--- config.mk ---
export PLATFORM = sky130hd
export DESIGN_NAME = key_velocity_scanner
export DESIGN_NICKNAME = d
export VERILOG_FILES = /design/src/kvs_pkg.sv /design/src/key_velocity_scanner.sv /design/src/kvs_key_fsm.sv
export SDC_FILE = /design/constraint.sdc
export NUM_CORES = 2
export LEC_CHECK = 0
export BUFFER_PORTS_ARGS = -buffer_cell sky130_fd_sc_hd__buf_4
export CORE_MARGIN = 1.5
export CORE_UTILIZATION = 55
export DETAILED_ROUTE_END_ITERATION = 10
export GPL_TIMING_DRIVEN = 0
export PLACE_DENSITY_LB_ADDON = 0.05
export SLEW_MARGIN = 20
export SYNTH_ARGS = -nofsm -noshare
export SYNTH_HDL_FRONTEND = slang
export SYNTH_HIERARCHICAL = 1
export SYNTH_SLANG_ARGS = --single-unit
--- constraint.sdc ---
create_clock -name clock -period 16.8 [get_ports clock]
set_input_delay 3.36 -clock clock [delete_from_list [all_inputs] [get_ports clock]]
set_output_delay 3.36 -clock clock [all_outputs]
set_load 0.1 [all_outputs]
--- src/kvs_pkg.sv ---
// kvs_pkg: shared types, constants and helpers for the key velocity scanner
`timescale 1ns / 1ps

package kvs_pkg;

   localparam int CHANNELS    = 16;
   localparam int SAMPLE_BITS = 10;
   localparam int TIME_BITS   = 32;

   localparam int CH_W        = 4;
   localparam int VEL_W       = 7;
   localparam int STEP_W      = 8;
   localparam int TOL_W       = 6;
   localparam int SHIFT_W     = 4;
   localparam int CSR_IDX_W   = 2;
   localparam int CSR_DATA_W  = 8;

   localparam int REQ_DATA_W  = ((CH_W + SAMPLE_BITS + 7) / 8) * 8;
   localparam int RSP_DATA_W  = ((CH_W + VEL_W + 7) / 8) * 8;

   localparam int CH_IDX_W    = (CHANNELS > 1) ? $clog2(CHANNELS) : 1;

   // levels carry one extra bit so peak plus step never wraps
   localparam int LVL_W       = SAMPLE_BITS + 1;
   localparam int SUM_W       = LVL_W + 3;
   localparam int DIV_K       = SUM_W + 3;
   localparam int RECIP_W     = DIV_K - 2;
   localparam int PROD_W      = SUM_W + RECIP_W;
   localparam logic [RECIP_W-1:0] RECIP_5 = RECIP_W'((2 ** DIV_K) / 5 + 1);

   localparam logic [VEL_W-1:0] VEL_MAX = {VEL_W{1'b1}};

   // reset values of the registers
   localparam logic [STEP_W-1:0]  CAL_STEP_RST  = STEP_W'(20);
   localparam logic [TOL_W-1:0]   REST_TOL_RST  = TOL_W'(2);
   localparam logic [SHIFT_W-1:0] VEL_SHIFT_RST = SHIFT_W'(2);

   localparam logic [CSR_IDX_W-1:0] REG_CAL_STEP  = CSR_IDX_W'(0);
   localparam logic [CSR_IDX_W-1:0] REG_REST_TOL  = CSR_IDX_W'(1);
   localparam logic [CSR_IDX_W-1:0] REG_VEL_SHIFT = CSR_IDX_W'(2);

   localparam logic KIND_SAMPLE = 1'b0;
   localparam logic KIND_TICK   = 1'b1;

   typedef enum logic [2:0] {
      MODE_REST    = 3'd0,
      MODE_CAL     = 3'd1,
      MODE_LOW     = 3'd2,
      MODE_HIGH    = 3'd3,
      MODE_RELEASE = 3'd4
   } key_mode_type;

   typedef struct packed {
      key_mode_type            mode;
      logic [SAMPLE_BITS-1:0]  rest;
      logic [LVL_W-1:0]        peak;
      logic [LVL_W-1:0]        low_thr;
      logic [LVL_W-1:0]        high_thr;
      logic [TIME_BITS-1:0]    start;
   } key_state_type;

   typedef struct packed {
      logic              valid;
      logic              on;
      logic [VEL_W-1:0]  velocity;
   } note_event_type;

   localparam key_state_type KEY_STATE_RST = '{
      mode:     MODE_REST,
      rest:     '0,
      peak:     '0,
      low_thr:  '0,
      high_thr: '0,
      start:    '0
   };

   // divide by five through a reciprocal multiply, exact while the quotient fits in LVL_W bits (inputs below 10240)
   function automatic logic [LVL_W-1:0] div5(input logic [SUM_W-1:0] x);
      logic [PROD_W-1:0] prod;
      prod = PROD_W'(x) * PROD_W'(RECIP_5);
      return prod[DIV_K +: LVL_W];
   endfunction

endpackage

--- src/key_velocity_scanner.sv ---
// key_velocity_scanner: top level, item pipeline, channel state and register file
`timescale 1ns / 1ps

// Takes one word per cycle: a timer tick (tuser high) advances the shared time
// counter, a sample (tuser low) runs its channel's key state machine. A word
// sits in an input register, where the channel state is read, updated and
// written back, and any note event is registered in the result register.
// The block sustains one word per cycle through this read-modify-write of
// the channel state; it only stalls when the result register is full and
// not being taken. Thresholds use a reciprocal multiply for the divide by
// five.
module key_velocity_scanner (
   input  logic                             clock,
   input  logic                             reset,
   input  logic                             req_tvalid,
   output logic                             req_tready,
   // channel [3:0], sample [13:4], zero pad above
   input  logic [kvs_pkg::REQ_DATA_W-1:0]   req_tdata,
   // kind [0]
   input  logic [0:0]                       req_tuser,
   output logic                             rsp_tvalid,
   input  logic                             rsp_tready,
   // note_channel [3:0], note_velocity [10:4], zero pad above
   output logic [kvs_pkg::RSP_DATA_W-1:0]   rsp_tdata,
   // note_on [0]
   output logic [0:0]                       rsp_tuser,
   input  logic                             csr_write_en,
   input  logic [kvs_pkg::CSR_IDX_W-1:0]    csr_index,
   input  logic [kvs_pkg::CSR_DATA_W-1:0]   csr_wdata
);
   import kvs_pkg::*;

   logic [STEP_W-1:0]        cal_step_ff;
   logic [TOL_W-1:0]         rest_tol_ff;
   logic [SHIFT_W-1:0]       vel_shift_ff;

   logic                     s1_valid_ff, s1_valid_in;
   logic                     s1_kind_ff;
   logic [CH_W-1:0]          s1_channel_ff;
   logic [SAMPLE_BITS-1:0]   s1_sample_ff;

   logic [TIME_BITS-1:0]     tick_count_ff;
   key_state_type            key_state_ff [CHANNELS];

   logic                     rsp_valid_ff, rsp_valid_in;
   logic [CH_W-1:0]          rsp_channel_ff;
   logic                     rsp_on_ff;
   logic [VEL_W-1:0]         rsp_vel_ff;

   logic                     advance;
   logic                     s1_go;
   logic                     ch_ok;
   logic [CH_IDX_W-1:0]      ch_idx;
   logic                     sample_go;
   logic                     emit;
   key_state_type            cur_state;
   key_state_type            next_state;
   note_event_type           note_event;

   // register file
   always_ff @(posedge clock) begin
      if (reset) begin
         cal_step_ff  <= CAL_STEP_RST;
         rest_tol_ff  <= REST_TOL_RST;
         vel_shift_ff <= VEL_SHIFT_RST;
      end else if (csr_write_en) begin
         case (csr_index)
            REG_CAL_STEP:  cal_step_ff  <= csr_wdata[STEP_W-1:0];
            REG_REST_TOL:  rest_tol_ff  <= csr_wdata[TOL_W-1:0];
            REG_VEL_SHIFT: vel_shift_ff <= csr_wdata[SHIFT_W-1:0];
            default: begin
            end
         endcase
      end
   end

   // the input word moves on whenever the result register can take a word
   assign advance    = !rsp_valid_ff || rsp_tready;
   assign s1_go      = s1_valid_ff && advance;
   assign req_tready = !s1_valid_ff || advance;
   assign s1_valid_in = req_tready ? req_tvalid : s1_valid_ff;

   always_ff @(posedge clock) begin
      if (reset) begin
         s1_valid_ff <= 1'b0;
      end else begin
         s1_valid_ff <= s1_valid_in;
      end
   end

   always_ff @(posedge clock) begin
      if (req_tvalid && req_tready) begin
         s1_kind_ff    <= req_tuser[0];
         s1_channel_ff <= req_tdata[CH_W-1:0];
         s1_sample_ff  <= req_tdata[CH_W +: SAMPLE_BITS];
      end
   end

   assign ch_ok     = int'(s1_channel_ff) < CHANNELS;
   assign ch_idx    = s1_channel_ff[CH_IDX_W-1:0];
   assign sample_go = s1_go && (s1_kind_ff == KIND_SAMPLE) && ch_ok;
   assign cur_state = key_state_ff[ch_idx];

   kvs_key_fsm u_key_fsm (
      .cur_state  (cur_state),
      .sample     (s1_sample_ff),
      .cal_step   (cal_step_ff),
      .rest_tol   (rest_tol_ff),
      .vel_shift  (vel_shift_ff),
      .tick_count (tick_count_ff),
      .next_state (next_state),
      .note_event (note_event)
   );

   always_ff @(posedge clock) begin
      if (reset) begin
         tick_count_ff <= '0;
      end else if (s1_go && (s1_kind_ff == KIND_TICK)) begin
         tick_count_ff <= tick_count_ff + TIME_BITS'(1);
      end
   end

   always_ff @(posedge clock) begin
      if (reset) begin
         for (int i = 0; i < CHANNELS; i++) begin
            key_state_ff[i] <= KEY_STATE_RST;
         end
      end else if (sample_go) begin
         key_state_ff[ch_idx] <= next_state;
      end
   end

   // result register
   assign emit         = sample_go && note_event.valid;
   assign rsp_valid_in = advance ? emit : rsp_valid_ff;

   always_ff @(posedge clock) begin
      if (reset) begin
         rsp_valid_ff <= 1'b0;
      end else begin
         rsp_valid_ff <= rsp_valid_in;
      end
   end

   always_ff @(posedge clock) begin
      if (emit) begin
         rsp_channel_ff <= s1_channel_ff;
         rsp_on_ff      <= note_event.on;
         rsp_vel_ff     <= note_event.velocity;
      end
   end

   assign rsp_tvalid = rsp_valid_ff;
   assign rsp_tdata  = {{(RSP_DATA_W - CH_W - VEL_W){1'b0}}, rsp_vel_ff, rsp_channel_ff};
   assign rsp_tuser  = rsp_on_ff;

   // a new result only comes from a sample word leaving the input register
   a_rsp_from_sample: assert property (@(posedge clock) disable iff (reset)
      $rose(rsp_valid_ff) |-> $past(s1_valid_ff && (s1_kind_ff == KIND_SAMPLE)))
      else $error("result appeared without a sample word");

   // note-off always carries zero velocity
   a_off_zero_vel: assert property (@(posedge clock) disable iff (reset)
      (rsp_valid_ff && !rsp_on_ff) |-> (rsp_vel_ff == '0))
      else $error("note-off with nonzero velocity");

   // the time counter only moves on a tick word
   a_tick_only: assert property (@(posedge clock) disable iff (reset)
      !(s1_go && (s1_kind_ff == KIND_TICK)) |=> $stable(tick_count_ff))
      else $error("time counter moved without a tick");

   // a word can never be taken into a full input register that is stuck
   a_no_overrun: assert property (@(posedge clock) disable iff (reset)
      (s1_valid_ff && !advance) |=> (s1_valid_ff && $stable(s1_channel_ff)))
      else $error("stalled input word lost");

endmodule

--- src/kvs_key_fsm.sv ---
// kvs_key_fsm: next state and note event for one key channel and one sample
`timescale 1ns / 1ps

module kvs_key_fsm (
   input  kvs_pkg::key_state_type          cur_state,
   input  logic [kvs_pkg::SAMPLE_BITS-1:0] sample,
   input  logic [kvs_pkg::STEP_W-1:0]      cal_step,
   input  logic [kvs_pkg::TOL_W-1:0]       rest_tol,
   input  logic [kvs_pkg::SHIFT_W-1:0]     vel_shift,
   input  logic [kvs_pkg::TIME_BITS-1:0]   tick_count,
   output kvs_pkg::key_state_type          next_state,
   output kvs_pkg::note_event_type         note_event
);
   import kvs_pkg::*;

   logic [LVL_W:0]           smp_ext;
   logic [LVL_W:0]           peak_ext;
   logic [LVL_W:0]           step_ext;
   logic                     rise;
   logic                     fall;
   logic [LVL_W-1:0]         peak_raised;
   logic [SUM_W-1:0]         low_sum;
   logic [SUM_W-1:0]         high_sum;
   logic [LVL_W-1:0]         smp_lvl;
   logic                     above_low;
   logic                     above_high;
   logic [SAMPLE_BITS-1:0]   rest_diff;
   logic                     near_rest;
   logic [TIME_BITS-1:0]     elapsed;
   logic [TIME_BITS-1:0]     scaled;
   logic [VEL_W-1:0]         velocity;

   assign smp_ext  = (LVL_W+1)'(sample);
   assign peak_ext = (LVL_W+1)'(cur_state.peak);
   assign step_ext = (LVL_W+1)'(cal_step);

   assign rise = smp_ext > (peak_ext + step_ext);
   assign fall = peak_ext > (smp_ext + step_ext);

   assign peak_raised = LVL_W'(peak_ext + step_ext);
   assign low_sum  = SUM_W'(peak_raised) + (SUM_W'(cur_state.rest) << 2);
   assign high_sum = (SUM_W'(peak_raised) << 2) + SUM_W'(cur_state.rest);

   assign smp_lvl    = LVL_W'(sample);
   assign above_low  = smp_lvl >= cur_state.low_thr;
   assign above_high = smp_lvl >= cur_state.high_thr;

   assign rest_diff = (sample >= cur_state.rest) ? (sample - cur_state.rest)
                                                 : (cur_state.rest - sample);
   assign near_rest = rest_diff < SAMPLE_BITS'(rest_tol);

   // time counter wraps, so the plain difference is the elapsed time
   assign elapsed  = tick_count - cur_state.start;
   assign scaled   = elapsed >> vel_shift;
   assign velocity = (|scaled[TIME_BITS-1:VEL_W]) ? VEL_MAX
                                                   : VEL_MAX - scaled[VEL_W-1:0];

   always_comb begin
      next_state = cur_state;
      case (cur_state.mode)
         MODE_REST: begin
            next_state.rest = sample;
            next_state.mode = MODE_CAL;
         end
         MODE_CAL: begin
            if (rise) begin
               next_state.peak = smp_lvl;
            end else if (fall) begin
               next_state.peak     = peak_raised;
               next_state.low_thr  = div5(low_sum);
               next_state.high_thr = div5(high_sum);
               next_state.mode     = MODE_RELEASE;
            end
         end
         MODE_LOW: begin
            if (above_low) begin
               next_state.start = tick_count;
               next_state.mode  = MODE_HIGH;
            end
         end
         MODE_HIGH: begin
            if (above_high) begin
               next_state.mode = MODE_RELEASE;
            end else if (!above_low) begin
               next_state.mode = MODE_LOW;
            end
         end
         default: begin
            if (near_rest) begin
               next_state.mode = MODE_LOW;
            end
         end
      endcase
   end

   always_comb begin
      note_event = '0;
      case (cur_state.mode)
         MODE_REST, MODE_CAL, MODE_LOW: begin
            note_event = '0;
         end
         MODE_HIGH: begin
            if (above_high) begin
               note_event.valid    = 1'b1;
               note_event.on       = 1'b1;
               note_event.velocity = velocity;
            end
         end
         default: begin
            if (near_rest) begin
               note_event.valid = 1'b1;
            end
         end
      endcase
   end

endmodule
Yosys cells after proc, flatten, opt, wreduce, memory -nomap -nowiden
Memories as Yosys holds them, arrays and structs flattened. A register that Yosys moved wholly into a read port is not among the register bits.
Index checks and enable logic that the tools add are counted.
- output and inout bits: 19
- input bits: 32
- memories: 1
- RAM bits: 1248
- bits in registers: 79
- memories (name ; depth ; bits a word ; read ports ; clocked after memory_dff ; wr ports ; line ; text):
    key_state_ff ; 16 ; 78 ; 1 ; 1 ; 16 ; key_velocity_scanner.sv:43 ; key_state_type key_state_ff [CHANNELS];
- $mul: 2
- bitwise logic cells: 1
- reductions and logical operators: 18
- order comparisons: 6
- add/sub/neg operators: 9
- multiplexer cells: 28
- shift operators: 1
- equal/unequal tests: 5
- operators by type and width (kind ; number):
    $mux 78 ; 1
    $reduce_or 78->1 ; 1
    $mux 33 ; 2
    $mux 32 ; 2
    $mul 14x15->28 const B ; 2
    $add 32x1->32 const B ; 1
    $shr 32x4->32 ; 1
    $sub 32x32->32 ; 1
    $reduce_or 25->1 ; 1
    $ge 10x11->1 ; 2
    $mux 22 ; 1
    $mux 10 ; 2
    $sub 10x10->10 ; 2
    $mux 3 ; 6
    $add 13x10->14 ; 1
    $add 11x12->13 ; 1
    $add 11x8->12 ; 1
    $gt 10x12->1 ; 1
    $gt 11x12->1 ; 1
    $pmux 3 s4 ; 1
    $add 10x8->11 ; 1
    $mux 11 ; 1
    $ge 10x10->1 ; 1
    $lt 10x6->1 ; 1
    18 further kinds ; 35

Logic depth before layout (Yosys ltp)
- word-level depth: 9
- depth in mapped cells: 42
- depth with buffers taken out: 38

By module
Netlist, hierarchy kept.
- by module, submodules not included (module ; area each (um^2) ; sequential area each (um^2) ; instances ; cells each):
    key_velocity_scanner ; 58982.8 ; 39407.8 ; 1 ; 3508
    kvs_key_fsm ; 14106.0 ; 0.0 ; 1 ; 1789

Least setup slack after synthesis
No wires, ideal clock.
- kind: flip-flop to flip-flop
- start: reg (tool-made name)
- end: mem key_state_ff[0][40] (netlist bit), data pin
- cell stages (with the launch flop): 41
- slack: 6.734 ns
- arrival: 9.934 ns
- period minus slack after synthesis: 10.066 ns
- data required time: 16.669 ns
- path buffers: 4
- library setup time: 0.131 ns
- cell sequence: dfxtp_1 -> buf_2 -> clkbuf_1 -> clkbuf_1 -> mux4_2 -> mux4_2 -> ha_1 -> fa_1 -> a21o_1 -> a21oi_1 -> xnor2_1 -> ha_1 -> a21oi_1 -> o21ai_0 -> a21o_1 -> a21oi_1 -> nor2b_1 -> o21a_1 -> (+5 left out) -> fa_1 -> inv_1 -> fa_1 -> inv_1 -> fa_1 -> inv_1 -> ha_1 -> nand4_1 -> a21oi_1 -> a221oi_1 -> o211ai_1 -> a31oi_1 -> nand2b_1 -> a21o_1 -> xnor2_1 -> o21ai_0 -> clkbuf_1 -> and2_1
- RTL lines (what ; line):
    to (decl) ; key_velocity_scanner.sv:43

==> out/results.ini <==
[critical_path]
slowest_delay_ps=910
crit_fanout=10
worstPathArrival_ps=14100
critPathLaunchType=flip-flop
worstSetupEndpointType=flip-flop
crit_required_ps=17330
slowest_stage=clkbuf_1
path_common_cell=fa_1
critical_path_class=flip-flop to flip-flop

[timing]
fmax_ghz=0.0737
worst_slew_pin_slew_ps=1200
period_needed_ps=13580
tns_ps=0
min_period_over_period_pct=80.8
drv_slew=0
skew_ps=63.4
finalSetupViolations=0
relSlewSlack_pct=19.9
hold_viol_final=0
grt_setup_unrepaired=false

[clocking]
cts_buffers=144
cts_setup_buffers=0
postCtsHoldBufs=0
post_cts_resized=0
cts.htree.levels=4
cts_buffer_depth=3
worstSkewPairLatency_ps=780
ctsRootBufferMaster=clkbuf_16
cts.sinks=1331
clkTransAtPathRegs_ps=60
cts_tree=done

[placement]
dp_hpwl_um=142000
routabilityCongestion=0.903
port_buffers=42
dp.cells=7136

[yosys]
synth_top_area_share_pct=52.4
syn_area_um2=73100
synth_edf_count=1275
syn_inst=5297
async_reset_ff_share_pct=0
synth_seq_area_share_pct=53.9
syn_avg_cell_area_um2=13.8
ys_warn_count=6
ys_types=103
synth_ff_type=edfxtp_1
ys_ff_latch=1331
synth_largest_area_cell=edfxtp_1
synth.area.top_cells=edfxtp_1 (52%), mux4_2 (12%), and2_1 (11%)

[status]
status=finished, final reports clean

[floorplan]
num_rows=133
ios=51
core_um2=132000
die_x_um=368
die-area_um2=135000
initial_core_util_pct=55.5
die_h_um=368

[drt]
via_per_inst=5.95
vias=44000
drt_pass1_iterations=6
drc_errors=0
wire_per_inst_um=26.2
final_antenna_net_count=0
wl_um=194000
drt_iter0_drc=4479

[worst_hold_path]
worstHoldPathType=flip-flop to flip-flop

[finish]
nets=5993
utilization_pct=61.6
layout_common_cells=edfxtp_1 (1275), and2_1 (1259), mux4_2 (392)
area_growth_syn_to_layout_pct=10.9
drive_gt1_share_pct=15.1
layout.cells.non_filler=7395
layout_commonest_cell=edfxtp_1

[global_routing]
grt_max_degree=41
grt_antenna_before_repair=13
grt_pass1_vias=44300
grt_pass1_wl_um=288000
grt_use_met3_pct=4.11
use_met2_pct=47.8
use_met1_pct=40.7
grt-ovfl-total=0
track_usage_pct=29.0
busiest_layer=met2

[flow_run]
drv_cap=0

per-stage QoR:
stage	hold WS [ps]	cell area (um2)	setup WS [ps]
after floorplan	430	73100	6730
after global placement	448	75600	3170
after detailed placement	453	76500	3350
after CTS	466	81100	3310
after global routing	478	81100	2620
final	468	81100	3220
flip-flops by register name, indices dropped and copies added, names as in the netlist, 4 cells and up, named ones only:
register and count:
rsp_channel_ff 4, key_state_ff 1248, ch_idx 4, rsp_vel_ff 7, vel_shift_ff 4, tick_count_ff 32
cal_step_ff 8, s1_sample_ff 10, rest_tol_ff 6
worst paths after layout:
kind / slack [ps] / from / cells after the start / endpoint
max: 3220 / flip-flop / 40 / key_state_ff[4][40]$_SDFFCE_PN0P_
min: 470 / rest_tol_ff[1]$_SDFFE_PP1P_ / 1 / rest_tol_ff[1]$_SDFFE_PP1P_
min reg2reg: 470 / rest_tol_ff[1]$_SDFFE_PP1P_ / 1 / rest_tol_ff[1]$_SDFFE_PP1P_
max reg2reg: 3220 / flip-flop / 40 / key_state_ff[4][40]$_SDFFCE_PN0P_
synth_stat cells, types with 10 or more instances:
master	count
buf_2	25
or3_1	13
nor2_1	120
o31ai_1	15
nand2b_1	17
o21ai_0	122
fa_1	123
o21bai_1	20
nor2b_1	19
nor3_1	24
mux2_2	16
or2_2	23
and3_1	17
nand2_1	150
a21oi_1	102
clkbuf_2	19
nand3_1	36
xor2_1	50
a211oi_1	16
o21a_1	19
mux2i_1	37
ha_1	311
o211ai_1	13
mux4_2	392
xnor2_1	59
a31oi_1	11
buf_1	10
and2_1	1259
nand4_1	39
a211o_1	12
inv_1	337
buf_4	28
dfxtp_1	56
buf_6	13
a21o_1	55
clkbuf_1	264
a22o_1	21
edfxtp_1	1275
per-layer routing:
layer | vias to the layer above | wire length (um) | part of all wire (%)
li1 | 19700 | - | -
met1 | 22500 | 81400 | 42
met2 | 1509 | 93800 | 48
met3 | 253 | 13600 | 7.0
met4 | 2 | 4950 | 2.6
met5 | - | 11 | 0.0057
worst max-delay path, delay by kind of cell, from the launching register on:
| kind | cells | cell delay (ps) |
|---|---|---|
| muxes | 2 | 980 |
| adders and majority gates | 10 | 4330 |
| buffers and inverters | 8 | 2450 |
| and+or+nand+nor | 4 | 530 |
| DFF | 1 | 300 |
| AOI/OAI and AO/OA | 13 | 3200 |
| xor gates and xnor gates | 3 | 1460 |
final cells by class:
| class | instances | area (um2) |
|---|---|---|
| fill | 10100 | 50600 |
| tap | 1755 | 2200 |
| clock inverter | 69 | 733 |
| inverter | 340 | 1280 |
| sequential | 1331 | 39400 |
| timing repair buffer | 80 | 1130 |
| multi-input combinational | 3271 | 30900 |
| antenna | 2 | 5.00 |
| clock buffer | 188 | 3820 |
| buffer | 359 | 1610 |
logic make-up after synthesis:
family	after synthesis	share of synthesized area, %
buffers and inverters	699	3.94
flip-flops	1331	53.9
adder cells (fa/ha/maj)	434	8.69
AO/OA/AOI/OAI	499	4.72
multiplexers	446	12.8
AND/OR/NAND/NOR	1778	14.6
other	1	0.00513
XOR/XNOR	109	1.31
Power is not shown: default switching activity piles up to over one toggle a cycle in this logic, so the estimate is an artifact.
